$ cat config.mk
export PLATFORM = sky130hd
export DESIGN_NAME = mhpq_cell
export DESIGN_NICKNAME = d
export VERILOG_FILES = /design/src/rtl/mhpq_pkg.sv /design/src/rtl/mhpq_cell.sv
export SDC_FILE = /design/constraint.sdc
export NUM_CORES = 1
export LEC_CHECK = 0
export ABC_AREA = 1
export BUFFER_PORTS_ARGS = -buffer_cell sky130_fd_sc_hd__buf_2
export CAP_MARGIN = 20
export CORE_MARGIN = 4
export CORE_UTILIZATION = 53
export CTS_CLUSTER_SIZE = 10
export DETAILED_ROUTE_END_ITERATION = 16
export PLACE_DENSITY = 0.89
export SLEW_MARGIN = 30
export SYNTH_ARGS = -nofsm -noshare
export SYNTH_HDL_FRONTEND = slang
export SYNTH_SLANG_ARGS = --single-unit
export TNS_END_PERCENT = 10
$ cat constraint.sdc
create_clock -name clk_i -period 5.75 [get_ports clk_i]
set_input_delay 1.15 -clock clk_i [delete_from_list [all_inputs] [get_ports clk_i]]
set_output_delay 1.15 -clock clk_i [all_outputs]
set_load 0.01 [all_outputs]
$ cat src/rtl/mhpq_pkg.sv
// Shared types, codes and sizes for the max-heap priority queue.
// Used by mhpq_cell and max_heap_priority_queue; depends on nothing else.
package mhpq_pkg;

  localparam int unsigned DefaultCapacity = 64;
  localparam int unsigned ValueW          = 32;

  localparam logic [1:0] CmdInsert = 2'd0;
  localparam logic [1:0] CmdDelete = 2'd1;
  localparam logic [1:0] CmdSort   = 2'd2;

  localparam logic [1:0] StatusOk    = 2'd0;
  localparam logic [1:0] StatusFull  = 2'd1;
  localparam logic [1:0] StatusEmpty = 2'd2;

  typedef struct packed {
    logic [1:0]               command;
    logic signed [ValueW-1:0] value;
  } in_item_t;

  typedef struct packed {
    logic [1:0]               status;
    logic signed [ValueW-1:0] value_out;
    logic                     last;
  } out_item_t;

  // One storage slot of the chain
  typedef struct packed {
    logic                     valid;
    logic signed [ValueW-1:0] value;
  } slot_t;

  typedef enum logic [1:0] {
    CELL_HOLD,
    CELL_INSERT,
    CELL_SHIFT_UP,
    CELL_ROTATE
  } cell_op_e;

  // Broadcast from the controller to every cell
  typedef struct packed {
    cell_op_e                 op;
    logic signed [ValueW-1:0] value;
  } cell_ctrl_t;

endpackage

$ cat src/rtl/mhpq_cell.sv
// One slot of the sorted chain: holds a value and a valid bit, compares the
// broadcast value and exchanges data with its neighbors. Uses mhpq_pkg.
module mhpq_cell (
  input  logic                clk_i,
  input  logic                rst_ni,
  input  mhpq_pkg::cell_ctrl_t ctrl_i,
  input  mhpq_pkg::slot_t     prev_i,
  input  mhpq_pkg::slot_t     next_i,
  input  logic                prev_gt_i,
  output mhpq_pkg::slot_t     slot_o,
  output logic                gt_o
);
  import mhpq_pkg::*;

  slot_t slot_q, slot_d;

  // An empty slot ranks below every value
  assign gt_o   = !slot_q.valid || ($signed(ctrl_i.value) > $signed(slot_q.value));
  assign slot_o = slot_q;

  always_comb begin
    slot_d = slot_q;
    case (ctrl_i.op)
      CELL_INSERT: begin
        if (gt_o) begin
          if (prev_gt_i) begin
            slot_d = prev_i;
          end else begin
            slot_d.valid = 1'b1;
            slot_d.value = ctrl_i.value;
          end
        end
      end
      CELL_SHIFT_UP: slot_d = next_i;
      CELL_ROTATE:   slot_d = prev_i;
      default:       slot_d = slot_q;
    endcase
  end

  always_ff @(posedge clk_i or negedge rst_ni) begin
    if (!rst_ni) begin
      slot_q <= '0;
    end else begin
      slot_q <= slot_d;
    end
  end

endmodule

**Yosys cells after proc, flatten, opt, wreduce, memory -nomap -nowiden**

Cells that the tools add are included.

- Register bits after elaboration: 33
- Word-level logic and storage cells: 14

- Muxes and demuxes: 3
- Equal/unequal tests: 4
- Reduce and logical (&&, ||, !) cells: 4
- Magnitude comparators: 1

Operators with widths:

| operator | count |
|---|---|
| 33-bit one-hot mux with 3 select lines | 1 |
| 33-bit two-way mux | 2 |
| 32-bit greater-than comparator | 1 |
| 2-bit equality test (second input constant) | 2 |
| 3-bit nonzero test | 1 |
| 2-bit by 1-bit equality test with 1-bit output (second input constant) | 1 |
| 2-bit != test (second input constant) | 1 |
| 2-bit AND reduction | 1 |
| 1-bit logical NOT | 1 |
| 1-bit logical OR | 1 |

**Longest topological paths before layout**

Gate-level depths: netlist of the first run.

- Depth in word-level cells: 4
- Gate-level depth with buffers: 21

**Least setup slack after synthesis of the first run**

No wires, ideal clock.

- Kind: input to output
- Start: input port ctrl_i[31] (netlist name)
- End: output port gt_o
- Arrival: 2235 ps
- Path slack: 2365 ps
- Stages: 10
- Buffers on the path: 0
- Path through: ha_1 > a21oi_1 > o21a_1 > nand2_1 > a21oi_1 > nand2_1 > nand2_1 > nand2_1 > nand2_2 > nand2_1

- Longest elaborated chain between the ends: 2

Ends and longest elaborated chain:

| element | RTL line | RTL |
|---|---|---|
| start: declaration | mhpq_cell.sv:6 | `input mhpq_pkg::cell_ctrl_t ctrl_i,` |
| 32-bit greater-than comparator | mhpq_cell.sv:18 | `assign gt_o = !slot_q.valid \|\| ($signed(ctrl_i.value) > $signed(slot_q.value));` |
| 1-bit logical OR | mhpq_cell.sv:18 |  |
| end: declaration | mhpq_cell.sv:11 | `output logic gt_o` |

Every way passes these cells.

**Final worst setup path of the first run**

- Start: input port ctrl_i[33] (netlist name)
- End: register slot_q, in the netlist slot_o[12]

- Longest elaborated chain between the ends: 3
- Elaborated cells between the ends (all ways): 7

Ends and longest elaborated chain:

| element | RTL line | RTL |
|---|---|---|
| 2-bit by 1-bit equality test with 1-bit output or 2-bit equality test (tied branches) | mhpq_cell.sv:23 | `case (ctrl_i.op)` |
| 2-bit != test (no line) or 3-bit nonzero test (tied branches) | -- |  |
| 2-bit AND reduction (no line) | -- |  |
| end signal: assignment | mhpq_cell.sv:44 | `slot_q <= slot_d;` |
| end: declaration | mhpq_cell.sv:15 | `slot_t slot_q, slot_d;` |

Parallel ways exist; a longest one is shown, timed or not.
A chain may end at the register's enable or synchronous reset.

==> results of run 1 <==
## metal layers
layer	routed length [um]	part of all wire, %
met5	0	0
met4	156	1.5
met3	765	7.6
met2	5090	50
met1	4110	41
## placed cells by master, fill, tap and decap left out, types with 5 or more instances in the layout
cell type / instances
dfrtp_1: 33
a21oi_1: 16
nor2_1: 42
o211ai_1: 31
inv_1: 41
nand3_1: 101
o21ai_0: 34
clkbuf_8: 5
ha_1: 32
nand2_1: 109
buf_2: 136
## area by class of cell
class / instances / area share [%]
clock buffers: 8 / 2.05
inverters: 44 / 4.23
multi-input cells: 375 / 52.2
flip-flops and latches: 33 / 21.2
well taps: 72 / 2.31
repair buffers: 139 / 18.0
## power breakdown
group	switching, mW	internal [mW]
sequential	0.0353	0.272
clock	0.0888	0.0861
combinational	0.221	0.152
total	0.345	0.510
## path summary, 6_finish.rpt
path	cells past startpoint	endpoint	slack [ps]
max	7	slot_o[12]	1750
min	2	slot_o[7]	490
max reg2reg	17	slot_o[12]	3110
min reg2reg	2	slot_o[7]	490
max in group asynchronous	1	slot_o[9]	4310
min in group asynchronous	1	slot_o[2]	940
## cell families (layout without fill, tap and decap cells)
family	Yosys count	after routing	share of synthesized area (%)
fa+ha+maj	32	32	12.6
flops	33	33	26.0
simple gates	260	260	35.8
compound gates	83	83	15.7
buf+inv	76	191	9.85
## through the flow
step / utilization (%) / total power [mW] / cell area, sq um / std cells / hold WS (ps)
3_5_place_dp: 67.7 / 0.683 / 3820 / 663 / 479
3_3_place_gp: 67.7 / 0.666 / 3820 / 663 / 474
6_report: 69.1 / 0.855 / 3900 / 671 / 489
4_1_cts: 69.1 / 0.854 / 3900 / 671 / 495
5_1_grt: 69.1 / 0.925 / 3900 / 671 / 517
2_1_floorplan: - / 0.540 / 3170 / 484 / 523
## critical path, delay by kind of cell
kind / cells / cell delay, ps
simple gates: 4 / 1500
buf+inv: 3 / 1490
## Yosys cell counts, types with 2 or more instances
cell / number / area (sq um)
nand2_1: 109 / 409
nand3_1: 101 / 505
inv_1: 42 / 158
nor2_1: 42 / 158
o21ai_0: 34 / 170
dfrtp_1: 33 / 826
ha_1: 32 / 400
o211ai_1: 31 / 233
clkbuf_1: 22 / 82.6
a21oi_1: 16 / 80.1
buf_2: 4 / 20.0
buf_1: 3 / 11.3
buf_6: 3 / 33.8
clkinv_1: 2 / 7.51
nand4_1: 2 / 12.5
nor2_2: 2 / 12.5
==> flow_summary.toml, run 1 <==
[drt]
drt_wl_total_mm = 10.1
dr.pass1.iters = 5
vias = 3836
drtIter0Drc = 260
drcViolationCount = 0
detail-route-antenna-nets = 0
wl_per_cell_um = 15.1
viasPerCell = 5.72

[clock_tree]
cts_resized = 0
clkLatencyLatePin_ps = 290
cts_tree = "built"
clockRootBuffer = "clkbuf_8"
cts_made_buffers = 5
cts_hold_buf = 0
cts_buffer_depth = 2
cts_num_sinks = 33
clkTransAtPathRegs_ps = 70
cts_setup_buffers = 0
htree_levels = 2

[die]
io_pins = 137
die_w_um = 85.4
core_area_sq_um = 5640
start_util_pct = 56.3
die-height_um = 85.4
dieArea_sq_um = 7290
rows = 27

[critical_path]
worstSetupEndpointType = "flop"
crit_top_cell = "nand2_1"
cpPeakStageDelay_ps = 910
slowest_stage = "clkinv_1"
r2r_start = "slot_o[5]"
cp_max_fo = 68
crit_chain = "buf_2, buf_4, clkinv_1, nand2_1, nand2_4, nand2_1, nand2_1"
critical_path_arrival_ps = 4180
path_class = "primary input to flop"
cp-start-kind = "primary input"
crit_start = "ctrl_i[33]"
required_ps = 5930

[placed_design]
hpwl_mm = 7.52
globalplace.congestion = 0.864
io_buffer_count = 136
pre_cts_ws_ps = 1910

[timing]
period_needed_ps = 4000
fmax_ghz = 0.250
max_slew_margin_pct = 40.9
worst_clock_skew_ps = 5.94
layout_setup_ws_ps = 1750
rsz0062_at_grt = "no"
maxSlewViolCount = 0
setup_viol = 0
worst_pin_slew_ps = 881
min_period_over_period_pct = 69.6
hold_viol_final = 0
tns_ps = 0

[grt]
use_met3_pct = 5.44
grtUsageMet2_pct = 48.6
overflow = 0
grt_max_degree = 69
grt_use_met1_pct = 34.0
top_usage_layer = "met2"
antenna_found_initial = 0
track_usage_pct = 27.4
grt_pass1_wl_mm = 16.6
grt_pass1_vias = 3644

[status]
status = "finished, final reports clean"

[yosys]
ys_seq_elements = 33
synth_edf_count = 0
synth_cells = 484
avgSynthCellArea_sq_um = 6.56
synth.distinct_cells = 22
synth_ff_type = "dfrtp_1"
synth_nets = 619
yosysSeqAreaShare_pct = 26.0
yosysWarnings = 0
syn-cell-area_sq_um = 3170
synth_async_sr_flop_share_pct = 100

[final_layout]
n_fill_cell = 520
seq_area_sq_um = 826
drive_above_1_share_pct = 25.0
syn_to_final_growth_pct = 22.9
final_nets = 733
multi_input_area_sq_um = 2040
largest_reg_flops = 33
n_antenna_cell = 0

[power]
powerDensity_nw_per_um2 = 219
ir_worst_vdd_mv = 0.135
p_leak_nw = 2.10

[run]
cap_violations = 0

[hold_path]
hold_start = "slot_o[7]"
hold_class = "flop to flop"
(Power assumes the default switching activity.)
==> inputs of run 2 (changes only) <==
--- a/config.mk
+++ b/config.mk
@@ -5,14 +5,14 @@
 export SDC_FILE = /design/constraint.sdc
 export NUM_CORES = 1
 export LEC_CHECK = 0
-export ABC_AREA = 1
+export ABC_AREA = 0
 export BUFFER_PORTS_ARGS = -buffer_cell sky130_fd_sc_hd__buf_2
 export CAP_MARGIN = 20
 export CORE_MARGIN = 4
-export CORE_UTILIZATION = 53
+export CORE_UTILIZATION = 48
 export CTS_CLUSTER_SIZE = 10
 export DETAILED_ROUTE_END_ITERATION = 16
-export PLACE_DENSITY = 0.89
+export PLACE_DENSITY = 0.82
 export SLEW_MARGIN = 30
 export SYNTH_ARGS = -nofsm -noshare
 export SYNTH_HDL_FRONTEND = slang
==> constraint.sdc (replaced) <==
create_clock -name clk_i -period 3.94 [get_ports clk_i]
set_input_delay 0.788 -clock clk_i [delete_from_list [all_inputs] [get_ports clk_i]]
set_output_delay 0.788 -clock clk_i [all_outputs]
set_load 0.01 [all_outputs]
==> flow_summary.toml, run 2 <==
[status]
status = "finished, final reports clean"

[clock_tree]
htree_levels = 2
cts_buffer_depth = 2
cts_hold_buf = 0
cts_setup_buffers = 0
clkTransAtPathRegs_ps = 60
cts_resized = 0
clockRootBuffer = "clkbuf_8"
cts_num_sinks = 33
clkLatencyLatePin_ps = 280
cts_tree = "built"
cts_made_buffers = 5

[placed_design]
globalplace.congestion = 0.804
hpwl_mm = 6.65
io_buffer_count = 136
pre_cts_ws_ps = 422

[timing]
layout_setup_ws_ps = 451
period_needed_ps = 3490
tns_ps = 0
worst_clock_skew_ps = 4.60
min_period_over_period_pct = 88.6
maxSlewViolCount = 0
max_slew_margin_pct = 44.4
worst_pin_slew_ps = 834
setup_viol = 0
hold_viol_final = 0
rsz0062_at_grt = "no"
fmax_ghz = 0.287

[critical_path]
worstSetupEndpointType = "primary output"
critical_path_arrival_ps = 2700
r2r_start = "slot_o[13]"
path_class = "primary input to primary output"
crit_start = "ctrl_i[14]"
cp-start-kind = "primary input"
cp_max_fo = 4
required_ps = 3150

[power]
ir_worst_vdd_mv = 0.182
p_seq_share_pct = 33.3
powerDensity_nw_per_um2 = 353
swShare_pct = 38.1
p_leak_nw = 2.08
clkPwrFrac_pct = 18.9
p_switching_mw = 0.524
internal-power_mw = 0.851
combPwrFrac_pct = 47.8

[grt]
track_usage_pct = 21.4
overflow = 0
grt_max_degree = 45
antenna_found_initial = 0
grt_pass1_wl_mm = 13.0
grt_pass1_vias = 2861

[die]
rows = 28
start_util_pct = 50.9
dieArea_sq_um = 7770
die-height_um = 88.2
io_pins = 137
die_w_um = 88.2
core_area_sq_um = 6060

[yosys]
yosysTopAreaCellShare_pct = 26.8
yosysSeqAreaShare_pct = 26.8
avgSynthCellArea_sq_um = 9.13
synth.top_cells.by_count = "64 x mux2i_1, 40 x nand2_1, 34 x inv_1, 34 x o21ai_0, 33 x dfrtp_1"
ys_top_cells_by_area = "dfrtp_1 27%, mux2i_1 21%, ha_1 13%"
synth_cells = 338
synth_edf_count = 0
synth.distinct_cells = 29
synth_nets = 473
ys_seq_elements = 33
syn-cell-area_sq_um = 3090
synth_async_sr_flop_share_pct = 100
netlist.top_cell.by_area = "dfrtp_1"
synth_ff_type = "dfrtp_1"
yosysWarnings = 0
yosysMostFrequentCell = "mux2i_1"

[final_layout]
n_antenna_cell = 0
largest_reg_flops = 33
syn_to_final_growth_pct = 26.2
layout_common_cells = "136 x buf_2, 64 x mux2i_1, 40 x nand2_1"
final_nets = 603
drive_above_1_share_pct = 38.2
multi_input_area_sq_um = 2040
n_fill_cell = 508
final_common_cell = "buf_2"
seq_area_sq_um = 826

[hold_path]
hold_start = "slot_o[0]"
hold_class = "flop to flop"

[run]
cap_violations = 0

[drt]
detail-route-antenna-nets = 0
dr.pass1.iters = 4
viasPerCell = 5.39
drtIter0Drc = 91
drcViolationCount = 0
vias = 2927
drt_wl_total_mm = 8.34
wl_per_cell_um = 15.4
-- run 2: cell types whose count changed in the layout (fill, tap and decap cells not counted), moves of 3 or more --
cell and change:
nand3_1 -99, nand2_1 -69, mux2i_1 +64, nor2_1 -36, mux2_2 +31, o211ai_1 -29, inv_1 -7, nand4_1 +6
a211oi_1 +3
-- run 2: worst paths after layout --
path,to,slack (ps),cells after the start
setup / recovery,gt_o,450,9
hold / removal,slot_o[0],530,1
setup reg to reg,slot_o[0],1020,10
hold reg to reg,slot_o[0],530,1
max in group asynchronous,slot_o[2],2870,1
min in group asynchronous,slot_o[19],580,1
-- run 2: final cells by class --
type	instances	area share, %
well taps	75	2.41
repair buffers	141	18.4
flip-flops and latches	33	21.2
multi-input cells	253	52.4
clock buffers	7	2.22
inverters	34	3.28
-- run 2: logic make-up (layout without fill, tap and decap cells) --
family	after synthesis	in the layout	synth area share, %
AND/OR/NAND/NOR	62	62	8.68
AO/OA/AOI/OAI	63	63	12.1
adder cells (fa/ha/maj)	32	32	13.0
buffers and inverters	52	182	7.06
multiplexers	96	96	32.4
flip-flops	33	33	26.8
-- run 2: metal layers --
layer	up-vias	GRT usage, %	part of all wire [%]	wire [um]
li1	1461	-	-	-
met5	-	0	0	0
met2	124	37.7	49	4110
met4	0	5.49	1.3	108
met1	1333	26.5	42	3480
met3	9	4.52	7.6	634
-- run 2: worst max-delay path, stage by stage --
cell	delay [ps]
buf_2	110
ha_1	300
nand4_1	210
a2111oi_0	470
o32ai_1	150
mux2i_1	330
nand2_1	100
nand2_1	110
buf_2	140
-- run 2: power groups by stage --
stage	sequential (mW)	clock, mW	combinational [mW]
3_5_place_dp	0.463	0	0.659
2_1_floorplan	0.498	0	0.382
6_report	0.458	0.260	0.657
5_1_grt	0.467	0.283	0.736
3_3_place_gp	0.460	0	0.634
4_1_cts	0.458	0.268	0.663
-- run 2: through the flow --
step           cell area [sq um]  cells  hold WS, ps  util [%]  power [mW]
2_1_floorplan               3090    338          492         -       0.879
3_3_place_gp                3810    536          513      62.8        1.09
3_5_place_dp                3810    536          521      62.8        1.12
4_1_cts                     3890    543          535      64.2        1.39
5_1_grt                     3890    543          573      64.2        1.49
6_report                    3890    543          532      64.2        1.38
==> inputs of run 3 (changes only) <==
--- a/config.mk
+++ b/config.mk
@@ -10,9 +10,8 @@
 export CAP_MARGIN = 20
 export CORE_MARGIN = 4
 export CORE_UTILIZATION = 48
-export CTS_CLUSTER_SIZE = 10
 export DETAILED_ROUTE_END_ITERATION = 16
-export PLACE_DENSITY = 0.82
+export PLACE_DENSITY = 0.81
 export SLEW_MARGIN = 30
 export SYNTH_ARGS = -nofsm -noshare
 export SYNTH_HDL_FRONTEND = slang
==> flow_summary.toml, run 3 (same netlist as run 2, synthesis figures left out) <==
[die]
dieArea_sq_um = 7770
rows = 28
io_pins = 137
start_util_pct = 50.9
die-height_um = 88.2
die_w_um = 88.2
core_area_sq_um = 6060

[grt]
grt_pass1_vias = 2920
track_usage_pct = 21.1
grt_pass1_wl_mm = 13.0
overflow = 0
top_usage_layer = "met2"
grt_max_degree = 52
antenna_found_initial = 0
grt_use_met1_pct = 26.2
grtUsageMet2_pct = 37.0
use_met3_pct = 4.70

[final_layout]
syn_to_final_growth_pct = 26.2
largest_reg_flops = 33
drive_above_1_share_pct = 37.8
fin_util_pct = 64.2
layout_common_cells = "136 x buf_2, 64 x mux2i_1, 40 x nand2_1"
final_nets = 602
n_antenna_cell = 0
final_common_cell = "buf_2"

[power]
powerDensity_nw_per_um2 = 347
p_seq_share_pct = 33.8
p_leak_nw = 2.07
clkPwrFrac_pct = 17.7
ir_worst_vdd_mv = 0.165
p_switching_mw = 0.509
p_total_mw = 1.35
swShare_pct = 37.8
internal-power_mw = 0.840
combPwrFrac_pct = 48.5

[critical_path]
r2r_start = "slot_o[13]"
cpPeakStageDelay_ps = 410
reg2reg_depth = 10
crit_chain = "buf_2, ha_1, a21oi_1, o21ai_0, a2111o_1, o32ai_1, mux2i_1, nand2_1, nand2_1, buf_2"
reg2reg_to = "slot_o[0]"
slowest_stage = "a2111o_1"
required_ps = 3150
cp-start-kind = "primary input"
path_class = "primary input to primary output"
cp_max_fo = 3
critical_path_arrival_ps = 2680
crit_start = "ctrl_i[13]"
worstSetupEndpointType = "primary output"
worst-r2r-setup-slack_ps = 1030

[hold_path]
worstHoldEndpoint = "slot_o[0]"
hold_path_depth = 1
hold_class = "flop to flop"
hold_start = "slot_o[0]"

[drt]
viasPerCell = 5.33
drcViolationCount = 0
drtIter0Drc = 67
dr.pass1.iters = 4
drt_wl_total_mm = 8.01
detail-route-antenna-nets = 0
vias = 2896
wl_per_cell_um = 14.8

[status]
status = "finished, final reports clean"

[timing]
whs_ps = 536
worst_clock_skew_ps = 5.58
hold_viol_final = 0
maxSlewViolCount = 0
max_slew_margin_pct = 44.9
tns_ps = 0
setup_viol = 0
fmax_ghz = 0.289
period_needed_ps = 3460
layout_setup_ws_ps = 477
min_period_over_period_pct = 87.9
worst_pin_slew_ps = 826
rsz0062_at_grt = "no"

[clock_tree]
clkLatencyLatePin_ps = 280
clkTransAtPathRegs_ps = 60
htree_levels = 2
cts_setup_buffers = 0
cts_hold_buf = 0
cts_num_sinks = 33
cts_resized = 0
cts_made_buffers = 5
cts_buffer_depth = 2
cts_tree = "built"
clockRootBuffer = "clkbuf_8"

[placed_design]
hpwl_mm = 6.46
globalplace.congestion = 0.789
io_buffer_count = 136
pre_cts_ws_ps = 499

[run]
cap_violations = 0
## run 3: cell type report
cell class / count / area, sq um
tap: 75 / 93.8
inverter: 34 / 128
multi-input combinational: 253 / 2040
sequential: 33 / 826
fill: 517 / 2170
timing repair buffer: 140 / 723
clock buffer: 8 / 80.1
## run 3: stage by stage
stage               cells  instance area (sq um)
global route          543                   3890
floorplan             338                   3090
global placement      535                   3810
finish                543                   3890
CTS                   543                   3890
detailed placement    535                   3810
## run 3: worst max-delay path by stage
stage               slack (ps)  cells past startpoint    to
finish                     480                     10  gt_o
global route               290                      9  gt_o
CTS                        490                      9  gt_o
detailed placement         500                      9  gt_o
global placement           500                      9  gt_o
floorplan                  930                      8  gt_o
## run 3: layer usage
metal  vias to the layer above  share of wire, %
met3                        10               7.3
met2                        93                49
li1                       1466                 -
met4                         0               1.5
met1                      1327                43
met5                         -                 0
## run 3: power by group through the flow
stage                     registers, mW  clock network [mW]  logic [mW]
final                             0.457               0.239       0.653
after floorplan                   0.498                   0       0.382
after detailed placement          0.462                   0       0.658
after global placement            0.460                   0       0.637
after CTS                         0.456               0.252       0.661
after global routing              0.466               0.266       0.740
## run 3: worst max-delay path, delay by kind of cell
| family | cells | cell delay (ps) |
|---|---|---|
| buffers and inverters | 2 | 260 |
| AND/OR/NAND/NOR | 2 | 170 |
| adder cells (fa/ha/maj) | 1 | 310 |
| multiplexers | 1 | 200 |
| AO/OA/AOI/OAI | 4 | 950 |
